## src/hw/rtl/sprite_list_visibility_scan_defines.svh

```systemverilog
// assertion macros used by the sprite list scan back part
`ifndef SPRITE_LIST_VISIBILITY_SCAN_DEFINES_SVH
`define SPRITE_LIST_VISIBILITY_SCAN_DEFINES_SVH

// property must hold at every rising clock edge outside reset
`define SLS_ASSERT(name, clk, rst, prop, msg) \
   name: assert property (@(posedge clk) disable iff (rst) (prop)) else $error(msg);

// condition must never be seen outside reset
`define SLS_ASSERT_NEVER(name, clk, rst, cond, msg) \
   name: assert property (@(posedge clk) disable iff (rst) !(cond)) else $error(msg);

`endif

```

## src/hw/rtl/sls_pkg.sv

```systemverilog
// types, constants and register codes for the sprite list scan
`default_nettype none

package sls_pkg;

   localparam int MAX_ENTRIES_DEFAULT = 80;
   localparam int QUEUE_DEPTH         = 2;

   // register reset values
   localparam logic [6:0] RESET_TABLE_BASE    = 7'd0;
   localparam logic [8:0] RESET_VISIBLE_WIDTH = 9'd264;
   localparam logic [8:0] RESET_TOP_LINE      = 9'd0;
   localparam logic [8:0] RESET_BOTTOM_LINE   = 9'd224;

   // horizontal range: x field above this and below width plus offset
   localparam logic [8:0] X_LOW_LIMIT = 9'd96;
   localparam logic [9:0] X_OFFSET    = 10'd120;
   localparam logic signed [10:0] Y_OFFSET = 11'sd128;

   localparam logic [6:0] COUNT_SAT = 7'd127;

   typedef enum logic [2:0] {
      CSR_TABLE_BASE      = 3'd0,
      CSR_WIDE_MODE       = 3'd1,
      CSR_WANTED_PRIORITY = 3'd2,
      CSR_VISIBLE_WIDTH   = 3'd3,
      CSR_TOP_LINE        = 3'd4,
      CSR_BOTTOM_LINE     = 3'd5
   } csr_index_type;

   typedef struct packed {
      logic [6:0] sprite_table_base;
      logic       wide_mode;
      logic       wanted_priority;
      logic [8:0] visible_width;
      logic [8:0] top_line;
      logic [8:0] bottom_line;
   } cfg_type;

   typedef struct packed {
      logic        frame_start;
      logic [15:0] y_word;
      logic [15:0] size_link_word;
      logic [15:0] attr_word;
      logic [15:0] x_word;
   } req_type;

   // classified entry between front and back
   typedef struct packed {
      logic               frame_start;
      logic signed [10:0] span_top;
      logic signed [10:0] span_bottom;
      logic               mask_sprite;
      logic               draw_ok;
      logic [6:0]         link;
   } entry_type;

   typedef struct packed {
      logic [6:0]  entry_index;
      logic        selected;
      logic [6:0]  next_index;
      logic [14:0] next_fetch_address;
      logic [6:0]  selected_count;
      logic        last;
   } rsp_type;

endpackage

`default_nettype wire

```

## src/hw/rtl/sls_fifo.sv

```systemverilog
// small register queue used between the pipeline parts
`default_nettype none

module sls_fifo #(
   parameter int DEPTH = sls_pkg::QUEUE_DEPTH,
   parameter int WIDTH = 8
) (
   input  wire logic             clock,
   input  wire logic             reset,
   input  wire logic             push,
   input  wire logic [WIDTH-1:0] wdata,
   output      logic             full,
   input  wire logic             pop,
   output      logic [WIDTH-1:0] rdata,
   output      logic             empty
);

   localparam int PTR_W = (DEPTH > 1) ? $clog2(DEPTH) : 1;
   localparam int CNT_W = $clog2(DEPTH + 1);
   localparam logic [PTR_W-1:0] PTR_LAST = PTR_W'(DEPTH - 1);
   localparam logic [CNT_W-1:0] CNT_FULL = CNT_W'(DEPTH);

   logic [WIDTH-1:0] mem_ff [DEPTH];
   logic [PTR_W-1:0] wr_ptr_ff, wr_ptr_in;
   logic [PTR_W-1:0] rd_ptr_ff, rd_ptr_in;
   logic [CNT_W-1:0] count_ff, count_in;
   logic             do_push, do_pop;

   assign full    = (count_ff == CNT_FULL);
   assign empty   = (count_ff == '0);
   assign do_push = push && !full;
   assign do_pop  = pop && !empty;
   assign rdata   = mem_ff[rd_ptr_ff];

   // pointer and count update
   always_comb begin
      wr_ptr_in = wr_ptr_ff;
      rd_ptr_in = rd_ptr_ff;
      count_in  = count_ff;
      if (do_push) begin
         wr_ptr_in = (wr_ptr_ff == PTR_LAST) ? '0 : wr_ptr_ff + 1'b1;
      end
      if (do_pop) begin
         rd_ptr_in = (rd_ptr_ff == PTR_LAST) ? '0 : rd_ptr_ff + 1'b1;
      end
      if (do_push && !do_pop) begin
         count_in = count_ff + 1'b1;
      end else if (do_pop && !do_push) begin
         count_in = count_ff - 1'b1;
      end
   end

   always_ff @(posedge clock) begin
      if (reset) begin
         wr_ptr_ff <= '0;
         rd_ptr_ff <= '0;
         count_ff  <= '0;
      end else begin
         wr_ptr_ff <= wr_ptr_in;
         rd_ptr_ff <= rd_ptr_in;
         count_ff  <= count_in;
      end
   end

   // storage
   always_ff @(posedge clock) begin
      if (do_push) begin
         mem_ff[wr_ptr_ff] <= wdata;
      end
   end

endmodule

`default_nettype wire

```

## src/hw/rtl/sls_front.sv

```systemverilog
// front part: decodes one table entry into line span and draw checks
`default_nettype none

module sls_front (
   input  wire sls_pkg::req_type   req,
   input  wire sls_pkg::cfg_type   cfg,
   output      sls_pkg::entry_type entry
);

   logic [8:0]  y_field;
   logic [8:0]  x_field;
   logic [1:0]  cells;
   logic [5:0]  height;
   logic        prio_ok;
   logic        x_ok;

   // vertical span of the sprite in lines
   assign y_field = req.y_word[8:0];
   assign cells   = req.size_link_word[9:8];
   assign height  = 6'(({4'b0, cells} + 6'd1) << 3);

   // horizontal range and priority
   assign x_field = req.x_word[8:0];
   assign prio_ok = (req.attr_word[15] == cfg.wanted_priority);
   assign x_ok    = (x_field > sls_pkg::X_LOW_LIMIT) &&
                    ({1'b0, x_field} < ({1'b0, cfg.visible_width} + sls_pkg::X_OFFSET));

   always_comb begin
      entry.frame_start = req.frame_start;
      entry.span_top    = $signed({2'b00, y_field}) - sls_pkg::Y_OFFSET;
      entry.span_bottom = entry.span_top + $signed({5'b0, height});
      entry.mask_sprite = (x_field == 9'd0);
      entry.draw_ok     = prio_ok && x_ok;
      entry.link        = req.size_link_word[6:0];
   end

endmodule

`default_nettype wire

```

## src/hw/rtl/sls_back.sv

```systemverilog
// back part: line window, mask merging, counters and fetch address
`default_nettype none

`include "sprite_list_visibility_scan_defines.svh"

module sls_back #(
   parameter int MAX_ENTRIES = sls_pkg::MAX_ENTRIES_DEFAULT
) (
   input  wire logic               clock,
   input  wire logic               reset,
   input  wire sls_pkg::cfg_type   cfg,
   input  wire logic               in_valid,
   input  wire sls_pkg::entry_type in_entry,
   output      logic               in_take,
   input  wire logic               out_full,
   output      logic               out_push,
   output      sls_pkg::rsp_type   out_rsp
);

   localparam logic [6:0] LAST_COUNT = 7'(MAX_ENTRIES);

   logic [6:0]         current_index_ff, current_index_in;
   logic signed [10:0] window_top_ff, window_top_in;
   logic signed [10:0] window_bottom_ff, window_bottom_in;
   logic               mask_pending_ff, mask_pending_in;
   logic signed [10:0] mask_from_ff, mask_from_in;
   logic signed [10:0] mask_to_ff, mask_to_in;
   logic [6:0]         entries_seen_ff, entries_seen_in;
   logic [6:0]         chosen_count_ff, chosen_count_in;

   // state as seen by this entry, after a frame restart
   logic [6:0]         cur_index;
   logic signed [11:0] cur_top, cur_bottom, cur_from, cur_to;
   logic               cur_pending;
   logic [6:0]         cur_seen, cur_chosen;
   logic signed [11:0] sy, ey, ns, ne;
   logic               visible, sel;
   logic [6:0]         table_bits;

   assign in_take  = in_valid && !out_full;
   assign out_push = in_take;

   // frame restart
   always_comb begin
      if (in_entry.frame_start) begin
         cur_index   = '0;
         cur_top     = $signed({3'b000, cfg.top_line});
         cur_bottom  = $signed({3'b000, cfg.bottom_line});
         cur_pending = 1'b0;
         cur_from    = '0;
         cur_to      = '0;
         cur_seen    = '0;
         cur_chosen  = '0;
      end else begin
         cur_index   = current_index_ff;
         cur_top     = {window_top_ff[10], window_top_ff};
         cur_bottom  = {window_bottom_ff[10], window_bottom_ff};
         cur_pending = mask_pending_ff;
         cur_from    = {mask_from_ff[10], mask_from_ff};
         cur_to      = {mask_to_ff[10], mask_to_ff};
         cur_seen    = entries_seen_ff;
         cur_chosen  = chosen_count_ff;
      end
   end

   // window test, mask merge and selection
   always_comb begin
      sy      = {in_entry.span_top[10], in_entry.span_top};
      ey      = {in_entry.span_bottom[10], in_entry.span_bottom};
      visible = !((ey <= cur_top) || (sy > cur_bottom));
      ns      = sy;
      ne      = ey;
      if (cur_pending) begin
         if ((cur_to + 12'sd1 >= sy) && (cur_to <= ey) && (cur_from < sy)) begin
            ns = cur_from;
         end else if ((cur_from - 12'sd1 <= ey) && (cur_from >= sy) && (cur_to > ey)) begin
            ne = cur_to;
         end
      end
      window_top_in    = cur_top[10:0];
      window_bottom_in = cur_bottom[10:0];
      mask_pending_in  = cur_pending;
      mask_from_in     = cur_from[10:0];
      mask_to_in       = cur_to[10:0];
      sel              = 1'b0;
      if (visible) begin
         if (in_entry.mask_sprite) begin
            if ((ns <= cur_top) && (ne + 12'sd1 > cur_top)) begin
               window_top_in = 11'(ne + 12'sd1);
            end else if ((ne >= cur_bottom) && (ns - 12'sd1 < cur_bottom)) begin
               window_bottom_in = 11'(ns - 12'sd1);
            end else begin
               mask_pending_in = 1'b1;
               mask_from_in    = ns[10:0];
               mask_to_in      = ne[10:0];
            end
         end else begin
            sel = in_entry.draw_ok;
         end
      end
   end

   // counters and result
   always_comb begin
      chosen_count_in  = (sel && cur_chosen < sls_pkg::COUNT_SAT) ?
                         cur_chosen + 7'd1 : cur_chosen;
      entries_seen_in  = (cur_seen < sls_pkg::COUNT_SAT) ? cur_seen + 7'd1 : cur_seen;
      current_index_in = in_entry.link;
      table_bits       = cfg.wide_mode ? {cfg.sprite_table_base[6:1], 1'b0} :
                                         cfg.sprite_table_base;

      out_rsp.entry_index        = cur_index;
      out_rsp.selected           = sel;
      out_rsp.next_index         = in_entry.link;
      out_rsp.next_fetch_address = {table_bits, 8'h00} + {6'b0, in_entry.link, 2'b00};
      out_rsp.selected_count     = chosen_count_in;
      out_rsp.last               = (in_entry.link == 7'd0) || (entries_seen_in >= LAST_COUNT);
   end

   always_ff @(posedge clock) begin
      if (reset) begin
         current_index_ff <= '0;
         window_top_ff    <= $signed({2'b00, sls_pkg::RESET_TOP_LINE});
         window_bottom_ff <= $signed({2'b00, sls_pkg::RESET_BOTTOM_LINE});
         mask_pending_ff  <= 1'b0;
         mask_from_ff     <= '0;
         mask_to_ff       <= '0;
         entries_seen_ff  <= '0;
         chosen_count_ff  <= '0;
      end else if (in_take) begin
         current_index_ff <= current_index_in;
         window_top_ff    <= window_top_in;
         window_bottom_ff <= window_bottom_in;
         mask_pending_ff  <= mask_pending_in;
         mask_from_ff     <= mask_from_in;
         mask_to_ff       <= mask_to_in;
         entries_seen_ff  <= entries_seen_in;
         chosen_count_ff  <= chosen_count_in;
      end
   end

   // checks
   `SLS_ASSERT(a_chosen_le_seen, clock, reset, chosen_count_ff <= entries_seen_ff, "selected count ran ahead of entries seen")
   `SLS_ASSERT(a_frame_restart, clock, reset, (in_take && in_entry.frame_start) |=> (entries_seen_ff == 7'd1 && chosen_count_ff <= 7'd1), "frame start did not restart counters")
   `SLS_ASSERT(a_mask_clear_on_frame, clock, reset, $fell(mask_pending_ff) |-> $past(in_take && in_entry.frame_start), "pending mask dropped without frame start")
   `SLS_ASSERT_NEVER(a_push_without_take, clock, reset, out_push && !in_valid, "result pushed with no entry")

endmodule

`default_nettype wire

```

## src/hw/rtl/sprite_list_visibility_scan.sv

```systemverilog
// top level of the sprite list scan: registers, queues, front and back
//
// Usage:
//   req_ channel: push one sprite table entry (four words plus frame_start)
//   when req_full is low. Set frame_start on the first entry of each frame.
//   rsp_ channel: while rsp_empty is low, rsp_data holds the oldest result
//   (selected flag, next link, next fetch address, count, last); pop takes it.
//   csr_ channel: csr_ready is always high; csr_index picks the register,
//   csr_data the value (indexes past the list are ignored). Write only while
//   no entry is in flight.
// Path: entry queue, back part, result queue. Throughput: one entry per cycle
//   while the result queue has room; the back part updates the line window and
//   mask range once per entry, so that loop sets the rate.
// Reset: registers return to their defaults, the window to lines 0..224 and
//   both queues empty.
// When the consumer stops popping, the result queue fills, the back part
//   halts, the entry queue fills and req_full rises; nothing is dropped.
`default_nettype none

module sprite_list_visibility_scan #(
   parameter int MAX_ENTRIES = sls_pkg::MAX_ENTRIES_DEFAULT
) (
   input  wire logic             clock,
   input  wire logic             reset,
   input  wire logic             req_push,
   output      logic             req_full,
   input  wire sls_pkg::req_type req_data,
   output      logic             rsp_empty,
   input  wire logic             rsp_pop,
   output      sls_pkg::rsp_type rsp_data,
   input  wire logic             csr_valid,
   output      logic             csr_ready,
   input  wire logic [2:0]       csr_index,
   input  wire logic [8:0]       csr_data
);

   localparam int ENTRY_W = $bits(sls_pkg::entry_type);
   localparam int RSP_W   = $bits(sls_pkg::rsp_type);

   sls_pkg::cfg_type   cfg_ff, cfg_in;
   sls_pkg::entry_type front_entry, back_entry;
   sls_pkg::rsp_type   back_rsp;
   logic               mid_full, mid_empty, back_take;
   logic               rsp_full, back_push;

   // configuration registers
   assign csr_ready = 1'b1;

   always_comb begin
      cfg_in = cfg_ff;
      if (csr_valid) begin
         case (sls_pkg::csr_index_type'(csr_index))
            sls_pkg::CSR_TABLE_BASE:      cfg_in.sprite_table_base = csr_data[6:0];
            sls_pkg::CSR_WIDE_MODE:       cfg_in.wide_mode         = csr_data[0];
            sls_pkg::CSR_WANTED_PRIORITY: cfg_in.wanted_priority   = csr_data[0];
            sls_pkg::CSR_VISIBLE_WIDTH:   cfg_in.visible_width     = csr_data;
            sls_pkg::CSR_TOP_LINE:        cfg_in.top_line          = csr_data;
            sls_pkg::CSR_BOTTOM_LINE:     cfg_in.bottom_line       = csr_data;
            default:                      cfg_in = cfg_ff;
         endcase
      end
   end

   always_ff @(posedge clock) begin
      if (reset) begin
         cfg_ff.sprite_table_base <= sls_pkg::RESET_TABLE_BASE;
         cfg_ff.wide_mode         <= 1'b0;
         cfg_ff.wanted_priority   <= 1'b0;
         cfg_ff.visible_width     <= sls_pkg::RESET_VISIBLE_WIDTH;
         cfg_ff.top_line          <= sls_pkg::RESET_TOP_LINE;
         cfg_ff.bottom_line       <= sls_pkg::RESET_BOTTOM_LINE;
      end else begin
         cfg_ff <= cfg_in;
      end
   end

   // entry decode
   sls_front u_front (
      .req   (req_data),
      .cfg   (cfg_ff),
      .entry (front_entry)
   );

   assign req_full = mid_full;

   // queue between front and back
   sls_fifo #(
      .DEPTH (sls_pkg::QUEUE_DEPTH),
      .WIDTH (ENTRY_W)
   ) u_mid_queue (
      .clock (clock),
      .reset (reset),
      .push  (req_push),
      .wdata (front_entry),
      .full  (mid_full),
      .pop   (back_take),
      .rdata (back_entry),
      .empty (mid_empty)
   );

   // scan state and result
   sls_back #(
      .MAX_ENTRIES (MAX_ENTRIES)
   ) u_back (
      .clock    (clock),
      .reset    (reset),
      .cfg      (cfg_ff),
      .in_valid (!mid_empty),
      .in_entry (back_entry),
      .in_take  (back_take),
      .out_full (rsp_full),
      .out_push (back_push),
      .out_rsp  (back_rsp)
   );

   // result queue
   sls_fifo #(
      .DEPTH (sls_pkg::QUEUE_DEPTH),
      .WIDTH (RSP_W)
   ) u_rsp_queue (
      .clock (clock),
      .reset (reset),
      .push  (back_push),
      .wdata (back_rsp),
      .full  (rsp_full),
      .pop   (rsp_pop),
      .rdata (rsp_data),
      .empty (rsp_empty)
   );

endmodule

`default_nettype wire

```

## config.mk

```make
export PLATFORM = sky130hd
export DESIGN_NAME = sprite_list_visibility_scan
export DESIGN_NICKNAME = d
export VERILOG_FILES = /design/src/hw/rtl/sls_pkg.sv /design/src/hw/rtl/sls_fifo.sv /design/src/hw/rtl/sls_front.sv /design/src/hw/rtl/sls_back.sv /design/src/hw/rtl/sprite_list_visibility_scan.sv
export VERILOG_INCLUDE_DIRS = /design/src /design/src/hw/rtl
export SDC_FILE = /design/constraint.sdc
export NUM_CORES = 1
export LEC_CHECK = 0
export ABC_AREA = 0
export ABC_CLOCK_PERIOD_IN_PS = 8300
export BUFFER_PORTS_ARGS = -buffer_cell sky130_fd_sc_hd__buf_4
export CELL_PAD_IN_SITES_DETAIL_PLACEMENT = 2
export CELL_PAD_IN_SITES_GLOBAL_PLACEMENT = 2
export CORE_MARGIN = 2
export CORE_UTILIZATION = 35
export DETAILED_ROUTE_END_ITERATION = 10
export GPL_ROUTABILITY_DRIVEN = 0
export PLACE_DENSITY = 0.77
export SLEW_MARGIN = 25
export SYNTH_ARGS = -nofsm -noshare
export SYNTH_HDL_FRONTEND = slang
export SYNTH_SLANG_ARGS = --single-unit
export TNS_END_PERCENT = 20
```

## constraint.sdc

```tcl
create_clock -name clock -period 8.3 [get_ports clock]
set_input_delay 1.245 -clock clock [delete_from_list [all_inputs] [get_ports clock]]
set_output_delay 1.245 -clock clock [all_outputs]
set_load 0.01 [all_outputs]
```

==> summary.md <==
| Metric | Value |
|---|---|
| Final critical-path required period | ~7.7 ns |
| Critical path type | register to register |
| Global route hottest layer | met2 |
| Cells after DPL | 2038 |
| Vias/cell | around 5.6 |
| Critical path arrival | around 8 ns |
| Die area | between 40000 and 50000 um^2 |
| CTS Sinks | around 230 |
| Max incr delay on CP | 0.45 ns |
| Distinct cells, synth | 90 |
| DP Wirelength | between 30000 and 40000 um |
| Setup Skew | roughly 0.0087 ns |
| Final Cycle Share | 92.9% |
| Total track usage | 23.4% |
| Setup-failing EPs final | 0 |
| Final core occ | roughly 41% |
| Crit path launch type | register |
| GRT overflow | 0 |
| Avg Cell Area, Syn | 9.63 um^2 |
| Worst-path fanout max | 21 |
| Chip width | around 200 um |
| Largest family of logic cells by synthesized area | simple AND/OR/NAND/NOR gates |
| Post-Route WL | slightly below 50000 um |
| DRT Pass-1 Iters | 5 |
| Post-route insts no fill | 2087 |
| Nets | 1763 |
| Post-synthesis adder-cell area fraction | 12.4% |
| Most common cell after layout, fill and taps aside | nand2_1 |
| Slowest cell on crit path | mux2_1 |
| Final WS setup | just under 0.6 ns |
| Most frequent cells in the layout | nand2_1 (167), ha_1 (137), buf_4 (127) |
| CTS max path bufs | 3 |
| Area growth, synth to finish | 15.9% |
| Worst-Skew Late Latency | around 0.55 ns |
| Post-synthesis compound-gate area fraction | around 15% |
| Post-synthesis sequential area ratio | about two fifths |
| Initial antenna violation count | 0 |
| Fmax | 130 MHz |
| Post-Synth XOR/XNOR Area | between 3 and 4% |
| Vias | 11700 |
| Worst-margin pin slew | 0.992 ns |
| Die Height | around 200 um |
| Root Driver | clkbuf_16 |
| Yosys warns | 0 |
| Syn Std Cell Area | roughly 14000 um^2 |
| GR Util met2 | 42.3% |
| Post-synthesis simple-gate area fraction | between 15 and 20% |
| Vias in the first global route | between 10000 and 15000 |
| Core ar. | 39500 um^2 |
| IO Port Bufs | 83 |
| # DRC | 0 |
| GR Layer Usage met3 | ~2.8% |
| Antenna Violating Nets Remaining | 0 |
| Row count | between 70 and 80 |
| First-pass GRT wire length | 75200 um |
| Cts bufs inserted | 25 |
| CP most frequent cell | ha_1 |
| Relative slew margins | between 30% and 40% |
| Post-synth ARST share | 0% |
| Post-synthesis mux area share | between 6 and 7% |
| Met1 global-route usage | 28.4% |
| Share of cells above drive strength 1 | about 15% |
| H-tree levels | 1 |
| Power Dens Cells | 311 nW/um^2 |
| Number of flops mapped to enable cells by yosys | 116 |
| RSZ-0062 raised after global routing | no |
| Static leakage | ~6.4 nW |
| Peak supply drop | roughly 170 uV |
| Max-cap violations | 0 |
| Io pins | between 100 and 150 |
| Largest net degree at the start of global routing | 77 |
| Hold Fails Final Rpt | 0 |
| Routed len/inst | 23.3 um |
| CTS tree | done |
| DRT iter0 DRCs | around 500 |
| Antenna cells | 0 |
| Synth Register Bits | 228 |
| Final Slew Violations | 0 |
| Clk pin slew, worst setup/hold paths | around 0.060 ns |
| Setup tns final | 0 ns |
| Initial core utilization | 35.3% |
| Worst Path Required | around 8.7 ns |
| Min-Delay Path Class | register to register |
| Synth Instances | between 1000 and 1500 |
| CP endpoint kind | register |
| Outcome | finished clean |
| Dpl ws | roughly 0.46 ns |
| Ys flop type | edfxtp_1 |
| Worst R2R Setup Slack | 0.59 ns |
kinds of logic (layout without fill, tap and decap cells):
family,after synthesis,after routing
simple gates,492,492
compound gates,317,317
flops,228,228
fa+ha+maj,138,138
buf+inv,131,241
mux,88,88
xor+xnor,55,55
other cells,2,3
cells in the mapped netlist, drive strengths merged (24+ instances only):
library cell  count  area (um^2)
o21ai            53          265
xnor2            35          307
nor2            101          384
mux2i            47          470
buf              28          169
ha              137         1710
dfxtp           112         2240
and2             28          175
edfxtp          116         3480
nor3             39          195
clkbuf           37          139
mux2             41          465
nand2           168          633
nand3            56          280
a21oi           100          508
inv              64          240
a21o             24          180
nand4            25          156
path summary, 6_finish.rpt:
kind,cells past startpoint,endpoint,start
setup / recovery,31,u_back.mask_to_ff[1]$_SDFFE_PP0P_,register
hold reg to reg,2,cfg_ff[1]$_SDFFE_PP0P_,cfg_ff[1]$_SDFFE_PP0P_
setup reg to reg,31,u_back.mask_to_ff[1]$_SDFFE_PP0P_,register
hold / removal,2,cfg_ff[1]$_SDFFE_PP0P_,cfg_ff[1]$_SDFFE_PP0P_
critical path, delay by kind of cell, from the launching register on:
family,cells,cell delay [ns]
xor gates and xnor gates,1,0.13
DFF,1,0.34
AOI/OAI and AO/OA,8,2.20
and+or+nand+nor,11,2.17
adders and majority gates,4,1.20
buffers and inverters,5,0.88
muxes,2,0.64
area by class of cell:
| class | instances | area (um^2) |
|---|---|---|
| Sequential cell | 228 | 5730 |
| Fill cell | 4234 | 23400 |
| Inverter | 66 | 248 |
| Clock inverter | 14 | 161 |
| Clock buffer | 32 | 652 |
| Tap cell | 525 | 657 |
| Multi-Input combinational cell | 1093 | 7750 |
| Timing Repair Buffer | 129 | 993 |
routing by layer:
| metal | wire (um) | part of all wire, % |
|---|---|---|
| met3 | 1640 | 3.4 |
| met1 | 20900 | 43 |
| met2 | 24600 | 50 |
| met5 | 0 | 0 |
| met4 | 1580 | 3.2 |
metrics by stage:
stage	total power [mW]	cell area, um^2	hold WS, ns
CTS	5.06	16100	0.465
finish	5.04	16200	0.457
detailed placement	3.88	15300	0.456
global route	5.34	16200	0.490
floorplan	2.96	14000	0.432
global placement	3.73	15300	0.441
sequential cells by signal, summed over array words and instances (netlist names), named ones only:
| name | count |
|---|---|
| u_rsp_queue.rd_ptr_ff | 1 |
| u_back.window_top_ff | 11 |
| u_rsp_queue.mem_ff | 60 |
| u_back.window_bottom_ff | 11 |
| u_back.mask_from_ff | 11 |
| u_mid_queue.mem_ff | 56 |
| u_mid_queue.count_ff | 2 |
| u_back.chosen_count_ff | 7 |
| u_mid_queue.wr_ptr_ff | 1 |
| u_rsp_queue.count_ff | 2 |
| u_mid_queue.rd_ptr_ff | 1 |
| u_rsp_queue.wr_ptr_ff | 1 |
| u_back.mask_pending_ff | 1 |
| u_back.entries_seen_ff | 7 |
| u_back.current_index_ff | 7 |
| cfg_ff | 36 |
| u_back.mask_to_ff | 11 |
report_power, final:
part	leakage, nW	internal [mW]	total [mW]	switching, mW
registers	2.00	1.46	1.56	0.109
clock network	0.397	0.653	1.14	0.486
logic	4.02	0.890	2.34	1.45
timing repair:
item                       in CTS  in global routing
gates resized for setup         0                  1
buffers inserted                0                  3
hold buffers                    0                  0
setup endpoints to repair       0                 27
(Power assumes the default switching activity.)
